<file path="src/rtl/rgbf_pkg.sv">
`timescale 1ns / 1ps
// shared types and constants for the rgba linear fade ramp
// no dependencies; imported by rgbf_div and rgba_linear_fade_ramp
package rgbf_pkg;

   localparam int COLOR_W   = 8;
   localparam int NUM_CH    = 4;
   localparam int CH_W      = 2;
   localparam int TICK_W    = 9;
   localparam int TICK_MAX  = 306;

   // x / 5 as (x * 205) >> 10, exact for x below 1024
   localparam int MARGIN_MUL   = 205;
   localparam int MARGIN_SHIFT = 10;
   localparam int MARGIN_PW    = 16;
   localparam int MARGIN_W     = 6;

   localparam logic [COLOR_W-1:0] STEP_RESET = 8'd100;

   typedef enum logic {
      CMD_START = 1'b0,
      CMD_TICK  = 1'b1
   } cmd_type;

   typedef struct packed {
      logic               start;
      logic [COLOR_W-1:0] dividend;
      logic [COLOR_W-1:0] divisor;
   } div_req_type;

endpackage

</file>
<file path="src/rtl/rgbf_div.sv">
`timescale 1ns / 1ps
// restoring divider, one quotient bit a cycle: (dividend << FRAC_BITS) / divisor
// depends on rgbf_pkg
module rgbf_div import rgbf_pkg::*; #(
   parameter int FRAC_BITS = 16
) (
   input  logic                           clock,
   input  logic                           reset,
   input  div_req_type                    div_req,
   output logic                           div_done,
   output logic [COLOR_W+FRAC_BITS-1:0]   div_quot
);

   localparam int Q_W   = COLOR_W + FRAC_BITS;
   localparam int CNT_W = $clog2(Q_W + 1);

   logic               busy_ff;
   logic               done_ff;
   logic [CNT_W-1:0]   cnt_ff;
   logic [Q_W-1:0]     work_ff;
   logic [COLOR_W-1:0] rem_ff;
   logic [COLOR_W-1:0] dsr_ff;

   logic [COLOR_W:0]   trial;
   logic               ge;
   logic [COLOR_W:0]   diff;
   logic [COLOR_W-1:0] rem_in;
   logic [Q_W-1:0]     work_in;

   always_comb begin
      trial   = {rem_ff, work_ff[Q_W-1]};
      ge      = trial >= {1'b0, dsr_ff};
      diff    = trial - {1'b0, dsr_ff};
      rem_in  = ge ? diff[COLOR_W-1:0] : trial[COLOR_W-1:0];
      work_in = {work_ff[Q_W-2:0], ge};
   end

   always_ff @(posedge clock) begin
      if (reset) begin
         busy_ff <= 1'b0;
         done_ff <= 1'b0;
         cnt_ff  <= '0;
      end else begin
         // done pulses for one cycle after the last quotient bit
         done_ff <= !div_req.start && busy_ff && (cnt_ff == CNT_W'(Q_W - 1));
         if (div_req.start) begin
            busy_ff <= 1'b1;
            cnt_ff  <= '0;
            work_ff <= {div_req.dividend, {FRAC_BITS{1'b0}}};
            rem_ff  <= '0;
            dsr_ff  <= div_req.divisor;
         end else if (busy_ff) begin
            work_ff <= work_in;
            rem_ff  <= rem_in;
            cnt_ff  <= cnt_ff + 1'b1;
            if (cnt_ff == CNT_W'(Q_W - 1)) begin
               busy_ff <= 1'b0;
            end
         end
      end
   end

   assign div_done = done_ff;
   assign div_quot = work_ff;

endmodule

</file>
<file path="src/rtl/rgba_linear_fade_ramp.sv">
`timescale 1ns / 1ps
// rgba linear fade ramp: sequencer, channel registers and result register
// depends on rgbf_pkg and rgbf_div
//
//  channel | ports                          | direction | handshake
//  --------+--------------------------------+-----------+----------------------
//  req     | req_cmd, req_from_*, req_to_*, | in        | req_valid / req_stall
//          | req_rising                     |           |
//  rsp     | rsp_red .. rsp_alpha, rsp_last | out       | rsp_valid / rsp_stall
//  csr     | csr_step_count                 | in        | csr_valid / csr_ready
//
// a start item works out each channel's increment with the one shared bit-serial divider,
// which works through the channels in turn
// a ramp tick steps each channel in turn through the shared add and clamp, then hands
// the item to the result register from the emit state; the final tick goes straight to emit
// req_stall is high whenever the sequencer is not idle
// reset (synchronous, active high) leaves the block idle with step count 100
// a waiting result does not block the next item; only the move into the result
// register waits for rsp_stall to drop
module rgba_linear_fade_ramp import rgbf_pkg::*; #(
   parameter int FRAC_BITS = 16
) (
   input  logic               clock,
   input  logic               reset,

   input  logic               req_valid,
   output logic               req_stall,
   input  logic               req_cmd,
   input  logic [COLOR_W-1:0] req_from_red,
   input  logic [COLOR_W-1:0] req_from_green,
   input  logic [COLOR_W-1:0] req_from_blue,
   input  logic [COLOR_W-1:0] req_from_alpha,
   input  logic [COLOR_W-1:0] req_to_red,
   input  logic [COLOR_W-1:0] req_to_green,
   input  logic [COLOR_W-1:0] req_to_blue,
   input  logic [COLOR_W-1:0] req_to_alpha,
   input  logic               req_rising,

   output logic               rsp_valid,
   input  logic               rsp_stall,
   output logic [COLOR_W-1:0] rsp_red,
   output logic [COLOR_W-1:0] rsp_green,
   output logic [COLOR_W-1:0] rsp_blue,
   output logic [COLOR_W-1:0] rsp_alpha,
   output logic               rsp_last,

   input  logic               csr_valid,
   output logic               csr_ready,
   input  logic [COLOR_W-1:0] csr_step_count
);

   localparam int Q_W   = COLOR_W + FRAC_BITS;   // quotient magnitude
   localparam int INC_W = Q_W + 1;               // signed increment
   localparam int ACC_W = FRAC_BITS + 10;        // signed accumulator, room for overshoot

   typedef enum logic [2:0] {
      ST_IDLE,
      ST_DIV_GO,
      ST_DIV_WAIT,
      ST_TICK,
      ST_EMIT
   } state_type;

   state_type                 state_ff;
   logic [CH_W-1:0]           ch_ff;
   logic                      active_ff;
   logic                      rising_ff;
   logic [TICK_W-1:0]         tick_cnt_ff;
   logic [COLOR_W-1:0]        step_ff;
   logic                      div_start_ff;
   logic                      last_pend_ff;

   logic signed [ACC_W-1:0]   acc_ff  [NUM_CH];
   logic signed [INC_W-1:0]   inc_ff  [NUM_CH];
   logic [COLOR_W-1:0]        tgt_ff  [NUM_CH];
   logic [COLOR_W-1:0]        pix_ff  [NUM_CH];

   logic                      rsp_valid_ff;
   logic                      rsp_last_ff;
   logic [COLOR_W-1:0]        rsp_pix_ff [NUM_CH];

   // effective step count and ramp length (steps plus a fifth)
   logic [COLOR_W-1:0]        step_eff;
   logic [MARGIN_PW-1:0]      margin_prod;
   logic [MARGIN_W-1:0]       margin;
   logic [TICK_W-1:0]         ramp_ticks;

   // shared per-channel unit
   logic [COLOR_W-1:0]        from_sel;
   logic [COLOR_W-1:0]        tgt_sel;
   logic                      down_sel;
   logic [COLOR_W-1:0]        mag_sel;
   logic signed [ACC_W-1:0]   sum;
   logic signed [ACC_W-1:0]   lim;
   logic                      clamp;
   logic [COLOR_W-1:0]        byte_out;
   logic signed [INC_W-1:0]   inc_new;

   div_req_type               div_req;
   logic                      div_done;
   logic [Q_W-1:0]            div_quot;

   logic                      req_take;
   logic                      rsp_free;

   always_comb begin
      step_eff    = (step_ff == '0) ? COLOR_W'(1) : step_ff;
      margin_prod = MARGIN_PW'(step_eff) * MARGIN_PW'(MARGIN_MUL);
      margin      = margin_prod[MARGIN_SHIFT +: MARGIN_W];
      ramp_ticks  = TICK_W'(step_eff) + TICK_W'(margin);
   end

   // before the ramp starts the accumulator still holds the from colour
   always_comb begin
      from_sel = acc_ff[ch_ff][FRAC_BITS +: COLOR_W];
      tgt_sel  = tgt_ff[ch_ff];
      down_sel = tgt_sel < from_sel;
      mag_sel  = down_sel ? (from_sel - tgt_sel) : (tgt_sel - from_sel);
      inc_new  = down_sel ? -$signed({1'b0, div_quot}) : $signed({1'b0, div_quot});
   end

   // add increment, then clamp against the target on the latched side
   always_comb begin
      sum      = acc_ff[ch_ff] + ACC_W'(inc_ff[ch_ff]);
      lim      = $signed({2'b00, tgt_sel, {FRAC_BITS{1'b0}}});
      clamp    = rising_ff ? (sum > lim) : (sum < lim);
      byte_out = clamp ? tgt_sel : sum[FRAC_BITS +: COLOR_W];
   end

   always_comb begin
      div_req.start    = div_start_ff;
      div_req.dividend = mag_sel;
      div_req.divisor  = step_eff;
   end

   rgbf_div #(
      .FRAC_BITS (FRAC_BITS)
   ) u_div (
      .clock    (clock),
      .reset    (reset),
      .div_req  (div_req),
      .div_done (div_done),
      .div_quot (div_quot)
   );

   assign req_stall = (state_ff != ST_IDLE);
   assign req_take  = req_valid && !req_stall;
   assign rsp_free  = !rsp_valid_ff || !rsp_stall;
   assign csr_ready = 1'b1;

   always_ff @(posedge clock) begin
      if (reset) begin
         state_ff     <= ST_IDLE;
         ch_ff        <= '0;
         active_ff    <= 1'b0;
         rising_ff    <= 1'b0;
         tick_cnt_ff  <= '0;
         step_ff      <= STEP_RESET;
         div_start_ff <= 1'b0;
         last_pend_ff <= 1'b0;
         rsp_valid_ff <= 1'b0;
      end else begin
         // one-cycle divider start from the go state
         div_start_ff <= (state_ff == ST_DIV_GO);
         if (csr_valid && csr_ready) begin
            step_ff <= csr_step_count;
         end
         // the emit state reloads the result register itself
         if (rsp_valid_ff && !rsp_stall && (state_ff != ST_EMIT)) begin
            rsp_valid_ff <= 1'b0;
         end
         unique case (state_ff)
            ST_IDLE: begin
               if (req_take) begin
                  if (req_cmd == CMD_START) begin
                     // load from colours and targets, then work out increments
                     acc_ff[0]   <= $signed({2'b00, req_from_red,   {FRAC_BITS{1'b0}}});
                     acc_ff[1]   <= $signed({2'b00, req_from_green, {FRAC_BITS{1'b0}}});
                     acc_ff[2]   <= $signed({2'b00, req_from_blue,  {FRAC_BITS{1'b0}}});
                     acc_ff[3]   <= $signed({2'b00, req_from_alpha, {FRAC_BITS{1'b0}}});
                     tgt_ff[0]   <= req_to_red;
                     tgt_ff[1]   <= req_to_green;
                     tgt_ff[2]   <= req_to_blue;
                     tgt_ff[3]   <= req_to_alpha;
                     rising_ff   <= req_rising;
                     tick_cnt_ff <= '0;
                     active_ff   <= 1'b1;
                     ch_ff       <= '0;
                     state_ff    <= ST_DIV_GO;
                  end else if (active_ff) begin
                     if (tick_cnt_ff < ramp_ticks) begin
                        ch_ff        <= '0;
                        last_pend_ff <= 1'b0;
                        state_ff     <= ST_TICK;
                     end else begin
                        // fade over: exact target, marked last
                        for (int c = 0; c < NUM_CH; c++) begin
                           pix_ff[c] <= tgt_ff[c];
                        end
                        last_pend_ff <= 1'b1;
                        active_ff    <= 1'b0;
                        state_ff     <= ST_EMIT;
                     end
                  end
                  // tick while idle: nothing to do
               end
            end
            ST_DIV_GO: begin
               state_ff <= ST_DIV_WAIT;
            end
            ST_DIV_WAIT: begin
               if (div_done) begin
                  inc_ff[ch_ff] <= inc_new;
                  if (ch_ff == CH_W'(NUM_CH - 1)) begin
                     state_ff <= ST_IDLE;
                  end else begin
                     ch_ff    <= ch_ff + 1'b1;
                     state_ff <= ST_DIV_GO;
                  end
               end
            end
            ST_TICK: begin
               acc_ff[ch_ff] <= sum;
               pix_ff[ch_ff] <= byte_out;
               if (ch_ff == CH_W'(NUM_CH - 1)) begin
                  tick_cnt_ff <= tick_cnt_ff + 1'b1;
                  state_ff    <= ST_EMIT;
               end else begin
                  ch_ff <= ch_ff + 1'b1;
               end
            end
            ST_EMIT: begin
               if (rsp_free) begin
                  for (int c = 0; c < NUM_CH; c++) begin
                     rsp_pix_ff[c] <= pix_ff[c];
                  end
                  rsp_last_ff  <= last_pend_ff;
                  rsp_valid_ff <= 1'b1;
                  state_ff     <= ST_IDLE;
               end
            end
            default: begin
               state_ff <= ST_IDLE;
            end
         endcase
      end
   end

   assign rsp_valid = rsp_valid_ff;
   assign rsp_last  = rsp_last_ff;
   assign rsp_red   = rsp_pix_ff[0];
   assign rsp_green = rsp_pix_ff[1];
   assign rsp_blue  = rsp_pix_ff[2];
   assign rsp_alpha = rsp_pix_ff[3];

`ifndef ASSERT_OFF
   // divider finishes only while the sequencer waits for it
   a_div_done_wait: assert property (@(posedge clock) disable iff (reset)
      div_done |-> (state_ff == ST_DIV_WAIT))
      else $error("divider done outside wait state");

   // a divider start always comes from the go state
   a_div_start_go: assert property (@(posedge clock) disable iff (reset)
      div_start_ff |-> ($past(state_ff) == ST_DIV_GO))
      else $error("divider started from wrong state");

   // tick counter never passes the longest ramp
   a_tick_bound: assert property (@(posedge clock) disable iff (reset)
      tick_cnt_ff <= TICK_W'(TICK_MAX))
      else $error("tick count beyond ramp length");

   // a result loaded from the emit state becomes valid next cycle
   a_emit_load: assert property (@(posedge clock) disable iff (reset)
      (state_ff == ST_EMIT) && rsp_free |=> rsp_valid && (state_ff == ST_IDLE))
      else $error("emit did not load result register");
`endif

endmodule
</file>
<file path="config.mk">
export PLATFORM = sky130hd
export DESIGN_NAME = rgba_linear_fade_ramp
export DESIGN_NICKNAME = d
export VERILOG_FILES = /design/src/rtl/rgbf_pkg.sv /design/src/rtl/rgbf_div.sv /design/src/rtl/rgba_linear_fade_ramp.sv
export SDC_FILE = /design/constraint.sdc
export NUM_CORES = 1
export LEC_CHECK = 0
export ABC_AREA = 0
export BUFFER_PORTS_ARGS = -buffer_cell sky130_fd_sc_hd__buf_2
export CAP_MARGIN = 20
export CORE_MARGIN = 5
export CORE_UTILIZATION = 30
export CTS_CLUSTER_SIZE = 10
export DETAILED_ROUTE_END_ITERATION = 7
export PLACE_DENSITY_LB_ADDON = 0.05
export SYNTH_ARGS = -nofsm -noshare
export SYNTH_HDL_FRONTEND = slang
export SYNTH_SLANG_ARGS = --single-unit
</file>
<file path="constraint.sdc">
create_clock -name clock -period 8.2 [get_ports clock]
set_input_delay 1.23 -clock clock [delete_from_list [all_inputs] [get_ports clock]]
set_output_delay 1.23 -clock clock [all_outputs]
set_load 0.01 [all_outputs]
</file>
Word-level counts from Yosys, hierarchy flattened. Memories as Yosys holds them, arrays and structs flattened. A register that Yosys moved wholly into a read port is not among the register bits. Cells that the tools add are included.

Word-level logic and storage cells: 154. Memories: 5. Flip-flop bits (word level): 75. Bits in writable memories: 300. Input bits: 79. Output and inout port bits: 36.

Memories: acc_ff (depth 4, width 26, read ports 1, clocked after Yosys merged registers in 1, wr ports 4, line rgba_linear_fade_ramp.sv:73) `logic signed [ACC_W-1:0] acc_ff [NUM_CH];`; inc_ff (depth 4, width 25, read ports 1, clocked after Yosys merged registers in 1, wr ports 1, line rgba_linear_fade_ramp.sv:74) `logic signed [INC_W-1:0] inc_ff [NUM_CH];`; pix_ff (depth 4, width 8, read ports 4, clocked after Yosys merged registers in 0, wr ports 4, line rgba_linear_fade_ramp.sv:76) `logic [COLOR_W-1:0] pix_ff [NUM_CH];`; rsp_pix_ff (depth 4, width 8, read ports 4, clocked after Yosys merged registers in 0, wr ports 4, line rgba_linear_fade_ramp.sv:80) `logic [COLOR_W-1:0] rsp_pix_ff [NUM_CH];`; tgt_ff (depth 4, width 8, read ports 5, clocked after Yosys merged registers in 1, wr ports 4, line rgba_linear_fade_ramp.sv:75) `logic [COLOR_W-1:0] tgt_ff [NUM_CH];`.

Bitwise gates (word level): 2. $add $sub $neg: 9. Multiply operators: 1. Equal/unequal tests: 14. Multiplexer cells: 73. Reduce and logical (&&, ||, !) cells: 28. Magnitude comparators: 5.

Operators by type and width (count): 2-to-1 mux 24 bit (2); 2-to-1 mux 8 bit (6); 2-to-1 mux 1 bit (36); 2-to-1 mux 2 bit (14); 2-to-1 mux 9 bit (3); adder 26 x 25 -> 26 bit (1); greater-than comparator 26 x 25 -> 1 bit (1); < comparator 26 x 25 -> 1 bit (1); 2-to-1 mux 26 bit (1); OR reduction 26 bit (1); 2-to-1 mux 25 bit (1); negator 24 -> 25 bit (1); subtractor 8 bit (3); 2-to-1 mux 3 bit (7); one-hot mux 9 bit (2 select lines) (1); multiplier 8 x 8 -> 16 bit (second input constant) (1); one-hot mux 3 bit (5 select lines) (1); AND reduction 5 bit (2); adder 8 x 6 -> 9 bit (1); adder 9 x 1 -> 9 bit (second input constant) (1); greater-or-equal comparator 9 x 8 -> 1 bit (1); < comparator 9 bit (1); != test 3 bit (second input constant) (3); logical NOT 8 bit (1); other kinds (23) (41).

Logic depth before layout (Yosys ltp).
Depth in word-level cells: 13. Mapped depth: 34. Gate-level depth less buffers: 34.

Cells and area by module. A second synthesis with hierarchy kept.

Cells, all modules: 1601. Area total of the unflattened synthesis: 19900.3 µm².

Modules (own cells, without submodules): rgba_linear_fade_ramp (cells each 1430, sequential area each 9619.2 µm², instances 1, area each 17639.4 µm²); rgbf_div (cells each 171, sequential area each 1341.3 µm², instances 1, area each 2260.9 µm²).

Worst setup path after synthesis. Ideal clock, no wire load.

Path kind: reg-to-reg. From: register (tool-made name). To: memory pix_ff[1][2], data pin. Arrival: 6598 ps. Setup time: 260 ps. Required time: 7940 ps. Cell stages (with the launch flop): 26. Slack: 1342 ps. Buffers on the path: 5. Clock period less this slack: 6858 ps. Cell sequence: dfxtp_1 > clkbuf_1 > clkbuf_1 > buf_1 > buf_1 > mux4_2 > ha_1 > clkbuf_1 > a21o_1 > nor4_1 > o21a_1 > nor2_1 > a311oi_1 > xor2_1 > inv_1 > ha_1 > nand4_1 > nor2_1 > and3_1 > o2111ai_1 > and4bb_2 > nand4_2 > o311ai_4 > a21oi_1 > o31a_1 > mux2_2.

RTL lines (line): end: declaration (rgba_linear_fade_ramp.sv:76).

==> impl_metrics.xml <==
<?xml version="1.0" encoding="UTF-8"?>
<metrics>
  <group name="pwr">
    <metric name="power.leakage" unit="nW">8.39</metric>
    <metric name="p_per_area" unit="nW/µm²">217</metric>
    <metric name="power_report.internal_total" unit="mW">3.55</metric>
    <metric name="p_switching" unit="mW">1.32</metric>
    <metric name="clockPowerShare" unit="">0.376</metric>
    <metric name="p_seq_frac" unit="">0.448</metric>
    <metric name="power.share.switching" unit="">0.270</metric>
    <metric name="vdd_ir_drop_max" unit="mV">0.125</metric>
    <metric name="power_frac_comb" unit="">0.175</metric>
  </group>
  <group name="drt">
    <metric name="postRouteWirelength" unit="µm">52600</metric>
    <metric name="vias" unit="">12228</metric>
    <metric name="firstDrtPassIters" unit="">5</metric>
    <metric name="antenna_violating_nets_post_route" unit="">0</metric>
    <metric name="routed_wl_per_cell" unit="µm">20.7</metric>
    <metric name="drc" unit="">0</metric>
    <metric name="vias_per_cell" unit="">4.82</metric>
    <metric name="drt_iter0_markers" unit="">775</metric>
  </group>
  <group name="sta">
    <metric name="slew_headroom" unit="">0.349</metric>
    <metric name="post-route-min-period" unit="ps">7620</metric>
    <metric name="setup_repair_after_global_routing_missed_its_margin" unit="">no</metric>
    <metric name="report.final.slew_viol_count" unit="">0</metric>
    <metric name="achievable-frequency" unit="MHz">131</metric>
    <metric name="fin_skew" unit="ps">13.4</metric>
    <metric name="post-route-period-util" unit="">0.929</metric>
    <metric name="setup_tns" unit="ps">0</metric>
    <metric name="setup_viol" unit="">0</metric>
    <metric name="whs" unit="ps">418</metric>
    <metric name="hold_viol_final" unit="">0</metric>
    <metric name="max_slew.worst_pin.slew" unit="ps">976</metric>
  </group>
  <group name="hold_path">
    <metric name="hold_end" unit="">rsp_pix_ff[0][1]$_DFFE_PP_</metric>
    <metric name="holdPathStages" unit="">0</metric>
    <metric name="hold_path.class" unit="">flop to flop</metric>
    <metric name="hold_start" unit="">pix_ff[0][1]$_DFFE_PP_</metric>
  </group>
  <group name="finish">
    <metric name="layout-drive-gt1-share" unit="">0.189</metric>
    <metric name="layout.cells.most_common_list" unit="">edfxtp_1 (341), nor2_1 (171), ha_1 (115)</metric>
    <metric name="antenna_cells" unit="">0</metric>
    <metric name="final.fill_count" unit="">6316</metric>
    <metric name="mostFrequentLayoutCell" unit="">edfxtp_1</metric>
    <metric name="area_delta_synth_final" unit="%">15.3</metric>
    <metric name="fin_nets" unit="">1875</metric>
  </group>
  <group name="critical_path">
    <metric name="crit_path_max_fanout" unit="">22</metric>
    <metric name="cell_family_contributing_the_most_delay_on_the_critical_path" unit="">compound AO/OA/AOI/OAI gates</metric>
    <metric name="cpMaxStageDelayCell" unit="">dfxtp_4</metric>
    <metric name="critPathLaunchType" unit="">flop</metric>
    <metric name="critical_path_required" unit="ps">8470</metric>
    <metric name="critPathArrivalTime" unit="ps">7890</metric>
    <metric name="r2r_slack" unit="ps">580</metric>
    <metric name="worstPathCellList" unit="">mux4_2, ha_1, fa_1, a211oi_2, nor3_2, o41ai_1, o2111ai_1, a21oi_1, xor2_1, inv_1, ha_1, nand4_1, nor2_1, and3_1, o2111ai_1, and4bb_2, nand4_2, o311ai_4, a211oi_1, a311oi_1, a31oi_1</metric>
    <metric name="regToRegEndpoint" unit="">pix_ff[3][6]$_DFFE_PP_</metric>
    <metric name="timing_worst_setup_path_type" unit="">flop to flop</metric>
    <metric name="cp_num_buf_inv" unit="">1</metric>
    <metric name="setup.worst_path.end_class" unit="">flop</metric>
    <metric name="timing.critical_path.slowest_cell_delay" unit="ps">720</metric>
    <metric name="worst-r2r-cell-count" unit="">21</metric>
  </group>
  <group name="floorplanning">
    <metric name="starting_density" unit="">0.302</metric>
    <metric name="rows" unit="">93</metric>
    <metric name="core_area" unit="µm²">64300</metric>
    <metric name="die_area" unit="µm²">70000</metric>
    <metric name="num_io_pins" unit="">115</metric>
    <metric name="die_height" unit="µm">265</metric>
    <metric name="chipWidth" unit="µm">265</metric>
  </group>
  <group name="clock_network">
    <metric name="number_of_clock_buffers_inserted_by_tritoncts" unit="">46</metric>
    <metric name="worst_skew_pair.late_latency" unit="ps">570</metric>
    <metric name="cts_resized" unit="">0</metric>
    <metric name="cts.sinks" unit="">377</metric>
    <metric name="ctsLongestPathBuffers" unit="">3</metric>
    <metric name="clockRootBuffer" unit="">clkbuf_16</metric>
    <metric name="cts.reportedPaths.clkPinSlew" unit="ps">60</metric>
    <metric name="htreeDepth" unit="">2</metric>
    <metric name="cts_setup_buffers" unit="">0</metric>
    <metric name="tritoncts_clock_tree" unit="">yes</metric>
    <metric name="post_cts_hold_buffer_count" unit="">0</metric>
  </group>
  <group name="placed_design">
    <metric name="dp_hpwl" unit="µm">37400</metric>
    <metric name="gpl.final_weighted_congestion" unit="">0.789</metric>
    <metric name="io_buffer_count" unit="">113</metric>
  </group>
  <group name="global_route">
    <metric name="grt_pass1_wl" unit="µm">80600</metric>
    <metric name="first_global_vias" unit="">13066</metric>
    <metric name="grt_max_degree" unit="">45</metric>
    <metric name="antenna_found_initial" unit="">0</metric>
    <metric name="grt_use_total" unit="">0.148</metric>
    <metric name="grt-ovfl-total" unit="">0</metric>
  </group>
  <group name="synth">
    <metric name="post_synth_cell_types" unit="">72</metric>
    <metric name="post_synth_top_flop" unit="">edfxtp_1</metric>
    <metric name="synth_cells" unit="">1533</metric>
    <metric name="seq_area_frac_synth" unit="">0.564</metric>
    <metric name="ys_seq_elements" unit="">377</metric>
    <metric name="async_set_or_reset_flop_fraction_in_the_synthesized_netlist" unit="">0</metric>
    <metric name="synth.yosys.warnings" unit="">0</metric>
    <metric name="synth_edf_count" unit="">341</metric>
    <metric name="synth.avg_cell_area" unit="µm²">12.7</metric>
    <metric name="synth_fp_nets" unit="">1743</metric>
    <metric name="synthesis.area" unit="µm²">19400</metric>
  </group>
  <group name="outcome">
    <metric name="status" unit="">finished clean</metric>
  </group>
  <group name="job">
    <metric name="cap_viol_max_count" unit="">0</metric>
  </group>
</metrics>
-- cells in the mapped netlist (16+ instances only) --
| library cell | n | share of area |
|---|---|---|
| xor2_1 | 34 | 0.015 |
| nor2_1 | 175 | 0.034 |
| nand3_1 | 18 | 0.0046 |
| clkbuf_1 | 44 | 0.0085 |
| mux2_2 | 35 | 0.020 |
| mux2i_1 | 27 | 0.014 |
| mux4_2 | 53 | 0.061 |
| nand2_1 | 109 | 0.021 |
| nor3_1 | 27 | 0.0070 |
| inv_1 | 91 | 0.018 |
| xnor2_1 | 42 | 0.019 |
| nor2b_1 | 22 | 0.0071 |
| ha_1 | 115 | 0.074 |
| dfxtp_1 | 36 | 0.037 |
| fa_1 | 16 | 0.016 |
| edfxtp_1 | 341 | 0.53 |
| a21oi_1 | 45 | 0.012 |
| o21ai_0 | 89 | 0.023 |
-- how the worst max path moves through the flow --
stage                     start                      to  slack, ps  cells past startpoint
after floorplan            flop  pix_ff[1][2]$_DFFE_PP_       1340                     25
final                      flop  pix_ff[3][6]$_DFFE_PP_        580                     21
after global placement     flop  pix_ff[3][6]$_DFFE_PP_        510                     21
after detailed placement   flop  pix_ff[3][6]$_DFFE_PP_        490                     21
after global routing       flop  pix_ff[3][6]$_DFFE_PP_         30                     21
after CTS                  flop  pix_ff[3][6]$_DFFE_PP_        410                     21
-- metrics by stage --
stage / area, µm² / util / setup slack, ps / power [mW] / cells
after global placement: 21100 / 0.328 / 506 / 3.10 / 2471
after floorplan: 19400 / - / 1340 / 2.83 / 1533
after detailed placement: 21100 / 0.328 / 486 / 3.10 / 2471
after global routing: 22400 / 0.348 / 32.0 / 5.14 / 2538
after CTS: 22400 / 0.348 / 409 / 4.96 / 2537
final: 22400 / 0.348 / 579 / 4.87 / 2538
-- cell type report --
type	count	area [µm²]	share of cell area
inverters	92	345	0.0154
flip-flops and latches	377	11000	0.489
clock buffers	56	1210	0.0540
well taps	855	1070	0.0477
clock inverters	10	73.8	0.00329
repair buffers	144	811	0.0362
multi-input cells	1004	7940	0.354
-- power groups by stage --
stage / clock, mW / sequential (mW) / combinational, mW
detailed placement: 0 / 2.23 / 0.871
CTS: 1.90 / 2.19 / 0.876
finish: 1.83 / 2.18 / 0.853
global placement: 0 / 2.22 / 0.871
floorplan: 0 / 2.21 / 0.622
global route: 1.98 / 2.19 / 0.973
-- state kept, by name, summed over array words and instances, names as in the netlist, named ones only --
register	flops
rsp_valid	1
state_ff	3
u_div.dsr_ff	8
u_div.div_quot	24
active_ff	1
acc_ff	104
inc_ff	100
tgt_ff	32
u_div.rem_ff	8
u_div.busy_ff	1
step_ff	8
tick_cnt_ff	9
u_div.div_done	1
ch_ff	2
div_start_ff	1
u_div.cnt_ff	5
pix_ff	32
rsp_last	1
last_pend_ff	1
rising_ff	1
rsp_pix_ff	32
-- kinds of logic (layout without fill, tap and decap cells) --
| kind of cell | count (synthesis) | after routing | share of synthesized area |
|---|---|---|---|
| AO/OA/AOI/OAI | 252 | 252 | 0.0846 |
| XOR/XNOR | 78 | 78 | 0.0359 |
| adder cells (fa/ha/maj) | 131 | 131 | 0.0905 |
| buffers and inverters | 152 | 302 | 0.0297 |
| flip-flops | 377 | 377 | 0.564 |
| multiplexers | 115 | 115 | 0.0956 |
| other | 1 | 1 | 0.000193 |
| AND/OR/NAND/NOR | 427 | 427 | 0.0996 |
-- per-layer routing --
| metal | part of all wire | track usage |
|---|---|---|
| met1 | 0.47 | 0.200 |
| met3 | 0.030 | 0.0226 |
| met5 | 0 | 0 |
| met2 | 0.48 | 0.248 |
| met4 | 0.025 | 0.0408 |
-- worst reg2reg max path, stage by stage, from the launching register on --
cell	delay [ps]
dfxtp_4	720
mux4_2	610
ha_1	260
fa_1	440
a211oi_2	340
nor3_2	120
o41ai_1	550
o2111ai_1	340
a21oi_1	250
xor2_1	430
inv_1	180
ha_1	330
nand4_1	110
nor2_1	260
and3_1	270
o2111ai_1	160
and4bb_2	380
nand4_2	200
o311ai_4	530
a211oi_1	150
a311oi_1	520
a31oi_1	170
Note: power is estimated with default switching activity, not from simulation.
